$ cat src/rtl/smpq_pkg.sv
// Shared types and constants for the sorted minimum priority queue.
// No dependencies; every other file in the project uses this package.
`default_nettype none

package smpq_pkg;

    localparam int CAPACITY      = 16;
    localparam int VALUE_BITS    = 32;
    localparam int PRIORITY_BITS = 16;
    localparam int COUNT_BITS    = $clog2(CAPACITY + 1);

    typedef enum logic {
        OP_ENQUEUE = 1'b0,
        OP_DEQUEUE = 1'b1
    } op_t;

    typedef enum logic [1:0] {
        ST_ENQUEUED = 2'd0,
        ST_DEQUEUED = 2'd1,
        ST_EMPTY    = 2'd2,
        ST_FULL     = 2'd3
    } status_t;

    typedef enum logic {
        S_IDLE = 1'b0,
        S_EXEC = 1'b1
    } state_t;

    // Commands from the controller to the datapath.
    typedef struct packed {
        logic load_item;
        logic exec;
    } cmd_t;

endpackage

`default_nettype wire

$ cat src/rtl/smpq_req_if.sv
// Request channel interface: operation, value tag and priority.
// Depends on smpq_pkg.
`default_nettype none

interface smpq_req_if;
    logic                                         valid;
    logic                                         ready;
    smpq_pkg::op_t                                op;
    logic [smpq_pkg::VALUE_BITS-1:0]              item_value;
    logic signed [smpq_pkg::PRIORITY_BITS-1:0]    item_priority;

    modport source (output valid, op, item_value, item_priority, input ready);
    modport sink   (input valid, op, item_value, item_priority, output ready);
endinterface

`default_nettype wire

$ cat src/rtl/smpq_rsp_if.sv
// Response channel interface: status and the removed entry.
// Depends on smpq_pkg.
`default_nettype none

interface smpq_rsp_if;
    logic                                         valid;
    logic                                         ready;
    smpq_pkg::status_t                            status;
    logic [smpq_pkg::VALUE_BITS-1:0]              out_value;
    logic signed [smpq_pkg::PRIORITY_BITS-1:0]    out_priority;

    modport source (output valid, status, out_value, out_priority, input ready);
    modport sink   (input valid, status, out_value, out_priority, output ready);
endinterface

`default_nettype wire

$ cat src/rtl/smpq_ctrl.sv
// Controller state machine of the priority queue: request handshake,
// operation sequencing and response valid. Depends on smpq_pkg.
`default_nettype none

module smpq_ctrl (
    input  wire logic           clk,
    input  wire logic           rst_n,
    input  wire logic           req_valid,
    output logic                req_ready,
    output logic                rsp_valid,
    input  wire logic           rsp_ready,
    output smpq_pkg::cmd_t      cmd
);

    smpq_pkg::state_t state_reg, state_next;
    logic             rsp_valid_reg, rsp_valid_next;

    always_ff @(posedge clk or negedge rst_n) begin
        if (!rst_n)
        begin
            state_reg     <= smpq_pkg::S_IDLE;
            rsp_valid_reg <= 1'b0;
        end
        else
        begin
            state_reg     <= state_next;
            rsp_valid_reg <= rsp_valid_next;
        end
    end

    always_comb begin
        state_next     = state_reg;
        req_ready      = 1'b0;
        cmd.load_item  = 1'b0;
        cmd.exec       = 1'b0;
        rsp_valid_next = rsp_valid_reg && !rsp_ready;
        case (state_reg)
            smpq_pkg::S_IDLE:
            begin
                req_ready = 1'b1;
                if (req_valid)
                begin
                    cmd.load_item = 1'b1;
                    state_next    = smpq_pkg::S_EXEC;
                end
            end
            smpq_pkg::S_EXEC:
            begin
                // The operation runs only when the response register is free or its response is being taken.
                if (!rsp_valid_reg || rsp_ready)
                begin
                    cmd.exec       = 1'b1;
                    rsp_valid_next = 1'b1;
                    state_next     = smpq_pkg::S_IDLE;
                end
            end
            default:
            begin
                state_next = smpq_pkg::S_IDLE;
            end
        endcase
    end

    assign rsp_valid = rsp_valid_reg;

    a_exec_gives_rsp: assert property (@(posedge clk) disable iff (!rst_n)
        cmd.exec |=> rsp_valid_reg)
        else $error("executed operation did not raise response valid");

    a_accept_goes_exec: assert property (@(posedge clk) disable iff (!rst_n)
        (req_valid && req_ready) |=> (state_reg == smpq_pkg::S_EXEC))
        else $error("accepted request did not start execution");

    a_stall_holds: assert property (@(posedge clk) disable iff (!rst_n)
        (state_reg == smpq_pkg::S_EXEC && rsp_valid_reg && !rsp_ready)
        |=> (state_reg == smpq_pkg::S_EXEC && rsp_valid_reg))
        else $error("operation overwrote a response that was not taken");

endmodule

`default_nettype wire

$ cat src/rtl/smpq_datapath.sv
// Datapath of the priority queue: sorted entry store with parallel compare
// and shift, item register and response payload register. Depends on smpq_pkg.
`default_nettype none

module smpq_datapath (
    input  wire logic                                     clk,
    input  wire logic                                     rst_n,
    input  wire smpq_pkg::cmd_t                           cmd,
    input  wire smpq_pkg::op_t                            op,
    input  wire logic [smpq_pkg::VALUE_BITS-1:0]          item_value,
    input  wire logic signed [smpq_pkg::PRIORITY_BITS-1:0] item_priority,
    output smpq_pkg::status_t                             status,
    output logic [smpq_pkg::VALUE_BITS-1:0]               out_value,
    output logic signed [smpq_pkg::PRIORITY_BITS-1:0]     out_priority
);

    localparam int N  = smpq_pkg::CAPACITY;
    localparam int VB = smpq_pkg::VALUE_BITS;
    localparam int PB = smpq_pkg::PRIORITY_BITS;
    localparam int CB = smpq_pkg::COUNT_BITS;

    logic [VB-1:0]        val_reg  [N];
    logic [VB-1:0]        val_next [N];
    logic signed [PB-1:0] pri_reg  [N];
    logic signed [PB-1:0] pri_next [N];
    logic [CB-1:0]        count_reg, count_next;

    smpq_pkg::op_t        op_reg;
    logic [VB-1:0]        item_val_reg;
    logic signed [PB-1:0] item_pri_reg;

    smpq_pkg::status_t    status_reg, status_next;
    logic [VB-1:0]        rsp_val_reg, rsp_val_next;
    logic signed [PB-1:0] rsp_pri_reg, rsp_pri_next;

    logic [N-1:0]         stay;
    logic                 is_full, is_empty;

    assign is_full  = (count_reg == CB'(N));
    assign is_empty = (count_reg == '0);

    // Entries that stay in front of the new one: valid and not greater.
    // The store is sorted, so this vector is a run of ones from index 0.
    always_comb begin
        for (int i = 0; i < N; i++)
        begin
            stay[i] = (CB'(i) < count_reg) && (pri_reg[i] <= item_pri_reg);
        end
    end

    always_comb begin
        for (int i = 0; i < N; i++)
        begin
            val_next[i] = val_reg[i];
            pri_next[i] = pri_reg[i];
        end
        count_next   = count_reg;
        status_next  = status_reg;
        rsp_val_next = rsp_val_reg;
        rsp_pri_next = rsp_pri_reg;

        if (cmd.exec)
        begin
            rsp_val_next = '0;
            rsp_pri_next = '0;
            if (op_reg == smpq_pkg::OP_ENQUEUE)
            begin
                if (is_full)
                begin
                    status_next = smpq_pkg::ST_FULL;
                end
                else
                begin
                    status_next = smpq_pkg::ST_ENQUEUED;
                    count_next  = count_reg + 1'b1;
                    if (!stay[0])
                    begin
                        val_next[0] = item_val_reg;
                        pri_next[0] = item_pri_reg;
                    end
                    for (int i = 1; i < N; i++)
                    begin
                        if (!stay[i])
                        begin
                            if (stay[i-1])
                            begin
                                val_next[i] = item_val_reg;
                                pri_next[i] = item_pri_reg;
                            end
                            else
                            begin
                                val_next[i] = val_reg[i-1];
                                pri_next[i] = pri_reg[i-1];
                            end
                        end
                    end
                end
            end
            else
            begin
                if (is_empty)
                begin
                    status_next = smpq_pkg::ST_EMPTY;
                end
                else
                begin
                    status_next  = smpq_pkg::ST_DEQUEUED;
                    rsp_val_next = val_reg[0];
                    rsp_pri_next = pri_reg[0];
                    count_next   = count_reg - 1'b1;
                    for (int i = 0; i < N - 1; i++)
                    begin
                        val_next[i] = val_reg[i+1];
                        pri_next[i] = pri_reg[i+1];
                    end
                end
            end
        end
    end

    always_ff @(posedge clk or negedge rst_n) begin
        if (!rst_n)
        begin
            count_reg <= '0;
        end
        else
        begin
            count_reg <= count_next;
        end
    end

    always_ff @(posedge clk) begin
        for (int i = 0; i < N; i++)
        begin
            val_reg[i] <= val_next[i];
            pri_reg[i] <= pri_next[i];
        end
        status_reg  <= status_next;
        rsp_val_reg <= rsp_val_next;
        rsp_pri_reg <= rsp_pri_next;
        if (cmd.load_item)
        begin
            op_reg       <= op;
            item_val_reg <= item_value;
            item_pri_reg <= item_priority;
        end
    end

    assign status       = status_reg;
    assign out_value    = rsp_val_reg;
    assign out_priority = rsp_pri_reg;

endmodule

`default_nettype wire

$ cat src/rtl/sorted_min_priority_queue.sv
// Top level of the sorted minimum priority queue: controller plus datapath.
// Depends on smpq_pkg, smpq_req_if, smpq_rsp_if, smpq_ctrl, smpq_datapath.
//
// Usage:
// The req channel carries one transaction per operation. With op set to
// enqueue, item_value is stored with the signed item_priority; with op set
// to dequeue, the stored entry with the smallest priority is removed.
// Entries of equal priority leave in the order they arrived.
// The rsp channel returns exactly one transaction per request: status
// enqueued, dequeued, empty (dequeue of an empty queue) or full (the enqueue
// was dropped). out_value and out_priority carry the removed entry on a
// dequeue and are zero otherwise.
// Timing: a request is taken in the idle state and executed in the execute
// state, which waits while an earlier response has not been taken. The
// response valid and payload are registered when the operation executes.
// No new request is taken until the operation has executed. Execution is
// a parallel compare of the new priority against all sixteen entries and
// a one-position shift of the sorted store.
// Reset clears the entry count and the response valid; the queue is empty
// afterwards. When the receiver stalls, one further request is still taken
// and held; it executes as soon as the waiting response is taken.
`default_nettype none

module sorted_min_priority_queue (
    input  wire logic  clk,
    input  wire logic  rst_n,
    smpq_req_if.sink   req,
    smpq_rsp_if.source rsp
);

    smpq_pkg::cmd_t cmd;

    smpq_ctrl u_ctrl (
        .clk       (clk),
        .rst_n     (rst_n),
        .req_valid (req.valid),
        .req_ready (req.ready),
        .rsp_valid (rsp.valid),
        .rsp_ready (rsp.ready),
        .cmd       (cmd)
    );

    smpq_datapath u_datapath (
        .clk           (clk),
        .rst_n         (rst_n),
        .cmd           (cmd),
        .op            (req.op),
        .item_value    (req.item_value),
        .item_priority (req.item_priority),
        .status        (rsp.status),
        .out_value     (rsp.out_value),
        .out_priority  (rsp.out_priority)
    );

endmodule

`default_nettype wire
$ cat src/flat_wrapper.sv
// flat-port wrapper written by rule: the top's interface ports become plain ports
module sorted_min_priority_queue_flat 
  (clk, rst_n, req_valid, req_op, req_item_value, req_item_priority, req_ready, rsp_valid, rsp_status, rsp_out_value, rsp_out_priority, rsp_ready);
  smpq_req_if req_i ();
  smpq_rsp_if rsp_i ();
  input  wire logic clk;
  input  wire logic rst_n;
  input wire logic [$bits(req_i.valid)-1:0] req_valid;
  input wire logic [$bits(req_i.op)-1:0] req_op;
  input wire logic [$bits(req_i.item_value)-1:0] req_item_value;
  input wire logic [$bits(req_i.item_priority)-1:0] req_item_priority;
  output wire logic [$bits(req_i.ready)-1:0] req_ready;
  output wire logic [$bits(rsp_i.valid)-1:0] rsp_valid;
  output wire logic [$bits(rsp_i.status)-1:0] rsp_status;
  output wire logic [$bits(rsp_i.out_value)-1:0] rsp_out_value;
  output wire logic [$bits(rsp_i.out_priority)-1:0] rsp_out_priority;
  input wire logic [$bits(rsp_i.ready)-1:0] rsp_ready;
  assign req_i.valid = req_valid;
  assign req_i.op = req_op;
  assign req_i.item_value = req_item_value;
  assign req_i.item_priority = req_item_priority;
  assign req_ready = req_i.ready;
  assign rsp_valid = rsp_i.valid;
  assign rsp_status = rsp_i.status;
  assign rsp_out_value = rsp_i.out_value;
  assign rsp_out_priority = rsp_i.out_priority;
  assign rsp_i.ready = rsp_ready;
  sorted_min_priority_queue u_core (.clk(clk), .rst_n(rst_n), .req(req_i), .rsp(rsp_i));
endmodule
$ cat config.mk
export PLATFORM = sky130hd
export DESIGN_NAME = sorted_min_priority_queue_flat
export DESIGN_NICKNAME = d
export VERILOG_FILES = /design/src/rtl/smpq_pkg.sv /design/src/rtl/smpq_req_if.sv /design/src/rtl/smpq_rsp_if.sv /design/src/rtl/smpq_ctrl.sv /design/src/rtl/smpq_datapath.sv /design/src/rtl/sorted_min_priority_queue.sv /design/src/flat_wrapper.sv
export SDC_FILE = /design/constraint.sdc
export NUM_CORES = 2
export LEC_CHECK = 0
export BUFFER_PORTS_ARGS = -buffer_cell sky130_fd_sc_hd__buf_2
export CORE_ASPECT_RATIO = 1.5
export CORE_MARGIN = 8
export CORE_UTILIZATION = 35
export CTS_BUF_LIST = sky130_fd_sc_hd__clkbuf_4 sky130_fd_sc_hd__clkbuf_8 sky130_fd_sc_hd__clkbuf_16
export DETAILED_ROUTE_END_ITERATION = 8
export HOLD_SLACK_MARGIN = 0.02
export PLACE_DENSITY = 0.53
export SLEW_MARGIN = 5
export SYNTH_ARGS = -nofsm -noshare
export SYNTH_HDL_FRONTEND = slang
export SYNTH_SLANG_ARGS = --single-unit
$ cat constraint.sdc
create_clock -name clk -period 5.58 [get_ports clk]
set_input_delay 1.395 -clock clk [delete_from_list [all_inputs] [get_ports clk]]
set_output_delay 1.395 -clock clk [all_outputs]
set_load 0.005 [all_outputs]
---- After elaboration in Yosys (flattened, before gate mapping) ----
Memory sizes are Yosys's and may differ from the RTL's.
Cells that the tools add are included.
cells by class
  add/sub/neg operators ................... 2
  $lt $le $gt $ge ......................... 32
  equal/unequal tests ..................... 3
  multiplexer cells ....................... 87
  bitwise logic cells ..................... 2
  reductions and logical operators ........ 23
operators with widths
  operator                                           number
  two-way mux 32 bit                                 32
  two-way mux 512 bit                                2
  two-way mux 480 bit                                2
  two-way mux 16 bit                                 32
  two-way mux 256 bit                                2
  two-way mux 240 bit                                2
  <= comparator 16 bit                               16
  < comparator 4 x 5 -> 1 bit, first input constant  8
  < comparator 3 x 5 -> 1 bit, first input constant  4
  logical AND 1 bit                                  17
  two-way mux 5 bit                                  3
  < comparator 1 x 5 -> 1 bit, first input constant  2
  < comparator 2 x 5 -> 1 bit, first input constant  2
  two-way mux 1 bit                                  8
  two-way mux 2 bit                                  3
  adder 5 x 1 -> 5 bit, second input constant        1
  equality test 5 bit, second input constant         1
  logical NOT 5 bit                                  1
  subtractor 5 x 1 -> 5 bit, second input constant   1
  != test 2 bit, second input constant               2
  AND reduction 3 bit                                1
  logical NOT 1 bit                                  2
  NOT 1 bit                                          2
  case mux 1 bit (2 select lines)                    1
  other kinds (2)                                    2
storage, ports and cells
  register bits after elaboration ......... 106
  RAM bits ................................ 768
  bits of input ports ..................... 53
  memories ................................ 2
memories
  memory                     words  width  rd ports  clocked after Yosys merged registers in  wr ports  RTL line             RTL
  u_core.u_datapath.val_reg  16     32     16        0                                        16        smpq_datapath.sv:22  logic [VB-1:0] val_reg [N];
  u_core.u_datapath.pri_reg  16     16     16        0                                        16        smpq_datapath.sv:24  logic signed [PB-1:0] pri_reg [N];

---- Depth between registers and ports, before layout ----
  word-level depth ........................ 7
  mapped depth ............................ 13

---- Hierarchy ----
Synthesis repeated with hierarchy kept, for this count alone.
second synthesis, totals
  cells, all modules ...................... 5,048
  area total of the unflattened synthesis .. 52,170.0 µm²
modules (own cells, without submodules)
  module         instances  cells each  area each (µm²)  sequential area each (µm²)
  smpq_datapath  1          5,040       52,076.2         26,160.1
  smpq_ctrl      1          8           93.8             50.0

---- Worst setup path before layout ----
Ideal clock, no wire load.
  path type ............................... input to register
  start point ............................. input rsp_ready
  end point ............................... memory u_core.u_datapath.pri_reg[0][32] (netlist name) (enable)
  library setup time ...................... 0.469 ns
  data arrival time ....................... 5.760 ns
  required time ........................... 5.111 ns
  setup slack ............................. -0.650 ns
  cell stages on the path ................. 6
  cell sequence ........................... nand2b_1 -> nand2_1 -> inv_1 -> o21ai_1 -> clkbuf_1 -> a21oi_1
RTL lines
  element      RTL line             RTL
  from (decl)  flat_wrapper.sv:17   input wire logic [$bits(rsp_i.ready)-1:0] rsp_ready;
  to (decl)    smpq_datapath.sv:24

==> impl_metrics.tcl <==
set metrics [dict create \
    clkPwrFrac_pct 19.9 \
    peakVddDrop_uv 503 \
    initial_utilization_pct 35.3 \
    async_flop_share_pct 0.801 \
    insertion_delay_ps 710 \
    fin_nets 4418 \
    switching_power_mw 13.0 \
    remaining_drc_errors 0 \
    io_pins 105 \
    p_seq_share_pct 41.0 \
    die_h_microns 465 \
    combPwrFrac_pct 39.1 \
    cts-root-buf "clkbuf_16" \
    setup-violations-final 0 \
    clock_sinks 874 \
    synth_area_sq_um 47000 \
    drv_cap 0 \
    synth.area.top_cells "edfxtp_1 55%, ha_1 6.9%, nand2_1 6.0%, o211ai_1 5.9%, nand3_1 4.3%" \
    ys_warn_count 0 \
    reg2reg_from "u_core.u_datapath.item_pri_reg[5]$_DFFE_PP_" \
    coreArea_sq_um 133000 \
    sw_frac_of_total_pct 40.8 \
    synth_flop_cell "edfxtp_1" \
    cts_tree "done" \
    cp_max_fo 31 \
    worst_pin_slew_ps 1050 \
    max-slew-margin-rel_pct 29.2 \
    grt_pass1_vias 35800 \
    startpoint "u_core.u_datapath.item_pri_reg[5]$_DFFE_PP_" \
    crit_end "u_core.u_datapath.val_reg[1][120]$_DFFE_PP_" \
    grt_max_degree 201 \
    period_needed_ps 4400 \
    firstDrtPassIters 6 \
    globalplace.congestion 0.913 \
    power_mw 31.8 \
    ff2ff_setup_slack_ps 1180 \
    stdcell_area_sq_um 52700 \
    r2r_end "u_core.u_datapath.val_reg[1][120]$_DFFE_PP_" \
    wl_microns 168000 \
    cts_hold_buf 0 \
    stdcell_count 5920 \
    fp.dieW_microns 315 \
    hold_viol 0 \
    p_leak_nw 18.9 \
    rsz0062_at_grt "no" \
    crit_type "flip-flop to flip-flop" \
    largest_reg_flops 512 \
    routedWlPerCell_microns 28.5 \
    syn_avg_cell_area_sq_um 11.3 \
    h-tree-depth 3 \
    syn_nets 4472 \
    ys_ff_latch 874 \
    track_usage_pct 22.3 \
    dpl_worst_slack_ps 1140 \
    cp.required_ps 6010 \
    grt_antenna_before_repair 5 \
    ys_types 63 \
    status "finished, final reports clean" \
    hp-class "flip-flop to flip-flop" \
    r2r_cells 10 \
    placed_cell_area_sq_um 49700 \
    yosysMostFrequentCell "edfxtp_1" \
    arrival_ps 4830 \
    synth_edf_count 867 \
    hold_ws_ps 518 \
    slew_viol_final 0 \
    clk_transition_reported_paths_ps 70 \
    synthToLayoutAreaGrowth_pct 12.1 \
    die-area_sq_um 146000 \
    cp-end-kind "flip-flop" \
    dp_hpwl_microns 105000 \
    clock_path_buffers 3 \
    drtAntennaViolNets 0 \
    synth.largest_area_cell "edfxtp_1" \
    power.density_nw_per_um2 604 \
    num_rows 164 \
    grt_pass1_wl_microns 245000 \
    synth-seq-area-share_pct 55.8 \
    ctsResizeCount 0 \
    io_buffers 104 \
    synthCells 4160 \
    fin_ws_ps 1180 \
    vias 35500 \
    dp_cells 5757 \
    globalRoute.totalOverflow 0 \
    clock_skew_ps 21.9 \
    initialDrtViolationCount 3516 \
    via_per_inst 6.00 \
    critPathLaunchType "flip-flop" \
    drive_gt1_share_pct 11.1 \
    intPower_mw 18.8 \
    fmax_mhz 227 \
    yosys.area.top_type_share_pct 55.4 \
    postCtsSetupBuffers 0 \
    fin_crit_sh_pct 78.8 \
    numCtsBuffers 90 \
    synthTopCellsByCount "867 x edfxtp_1, 751 x nand2_1, 399 x nand3_1, 368 x o211ai_1, 270 x clkbuf_1" \
]
-- power by group through the flow --
| stage | clock (mW) | combinational, mW | sequential (mW) |
|---|---|---|---|
| after floorplan | 0 | 7.94 | 12.2 |
| after global placement | 0 | 12.2 | 13.1 |
| after detailed placement | 0 | 12.4 | 13.1 |
| after CTS | 6.48 | 12.5 | 13.0 |
| after global routing | 6.66 | 13.4 | 13.2 |
| final | 6.34 | 12.4 | 13.0 |
-- kinds of logic after synthesis --
kind of cell	synth area share (%)
buf+inv	3.39
flops	55.8
mux	5.31
simple gates	13.7
xor+xnor	0.0746
compound gates	14.9
fa+ha+maj	6.90
-- per-layer routing --
metal	global-route usage, %	up-vias	wire (microns)
met5	0	-	13
met3	2.68	369	9630
met4	11.6	2	9660
li1	-	15800	-
met1	27.1	18000	65200
met2	38.7	1392	83900
-- metrics by stage --
step	util (%)	setup TNS, ps
6_report	39.5	0
5_1_grt	39.5	0
4_1_cts	39.5	0
3_5_place_dp	37.3	0
3_3_place_gp	37.3	0
2_1_floorplan	-	-258960
-- cell usage in the layout, fill, tap and decap left out, types with 9 or more instances in the layout --
cell type  netlist  routed
edfxtp_1       867     867
nand2_1        751     750
nand3_1        399     398
o211ai_1       368     368
ha_1           259     259
o21ai_0        214     214
mux2i_1        195     195
buf_2           37     104
a221o_1         98      97
and2_1          98      96
clkbuf_16        0      91
a21oi_1         82      74
buf_4            6      66
inv_1           50      49
mux2_2          48      48
a22o_1          49      48
nand4_1         45      45
a21o_1          38      38
nor2_1          46      38
buf_12           0      30
o211ai_2        28      28
clkbuf_4         0      22
nor2b_1         22      21
clkinv_1         0      18
a211oi_1        15      15
clkinv_2         0      13
nor3_1          13      12
or3_1           10      10
o221ai_1         9       9
and3_1           9       9
bufinv_16        0       9
-- worst max-delay path: stages (launching register included) --
cell      delay (ps)
edfxtp_1         550
inv_1            640
ha_1             370
a21o_1           180
a21o_1           170
a21oi_1          420
o22ai_1          220
a211oi_1         540
nor2_1           120
o31a_2           560
buf_12           310
-- worst min-delay path by stage --
stage,end,slack [ps],depth (start not counted),start
3_5_place_dp,u_core.u_ctrl.rsp_valid$_DFF_PN0_,510,2,u_core.u_ctrl.rsp_valid$_DFF_PN0_
2_1_floorplan,u_core.u_ctrl.rsp_valid$_DFF_PN0_,500,2,u_core.u_ctrl.rsp_valid$_DFF_PN0_
4_1_cts,u_core.u_datapath.count_reg[4]$_DFFE_PN0P_,480,1,rst_n
3_3_place_gp,u_core.u_ctrl.rsp_valid$_DFF_PN0_,500,2,u_core.u_ctrl.rsp_valid$_DFF_PN0_
6_report,u_core.u_ctrl.rsp_valid$_DFF_PN0_,520,2,u_core.u_ctrl.rsp_valid$_DFF_PN0_
5_1_grt,u_core.u_ctrl.state_reg$_DFF_PN0_,510,1,rst_n
-- area by class of cell --
cell class                      count  area [sq um]
Tap cell                         1743          2180
Fill cell                       12800         80500
Timing Repair Buffer              200          1620
Clock buffer                      113          2440
Multi-Input combinational cell   2890         19500
Clock inverter                     49           556
Antenna cell                        1          2.50
Sequential cell                   874         26200
Inverter                           50           189
Power figures use the tool's default switching activity.
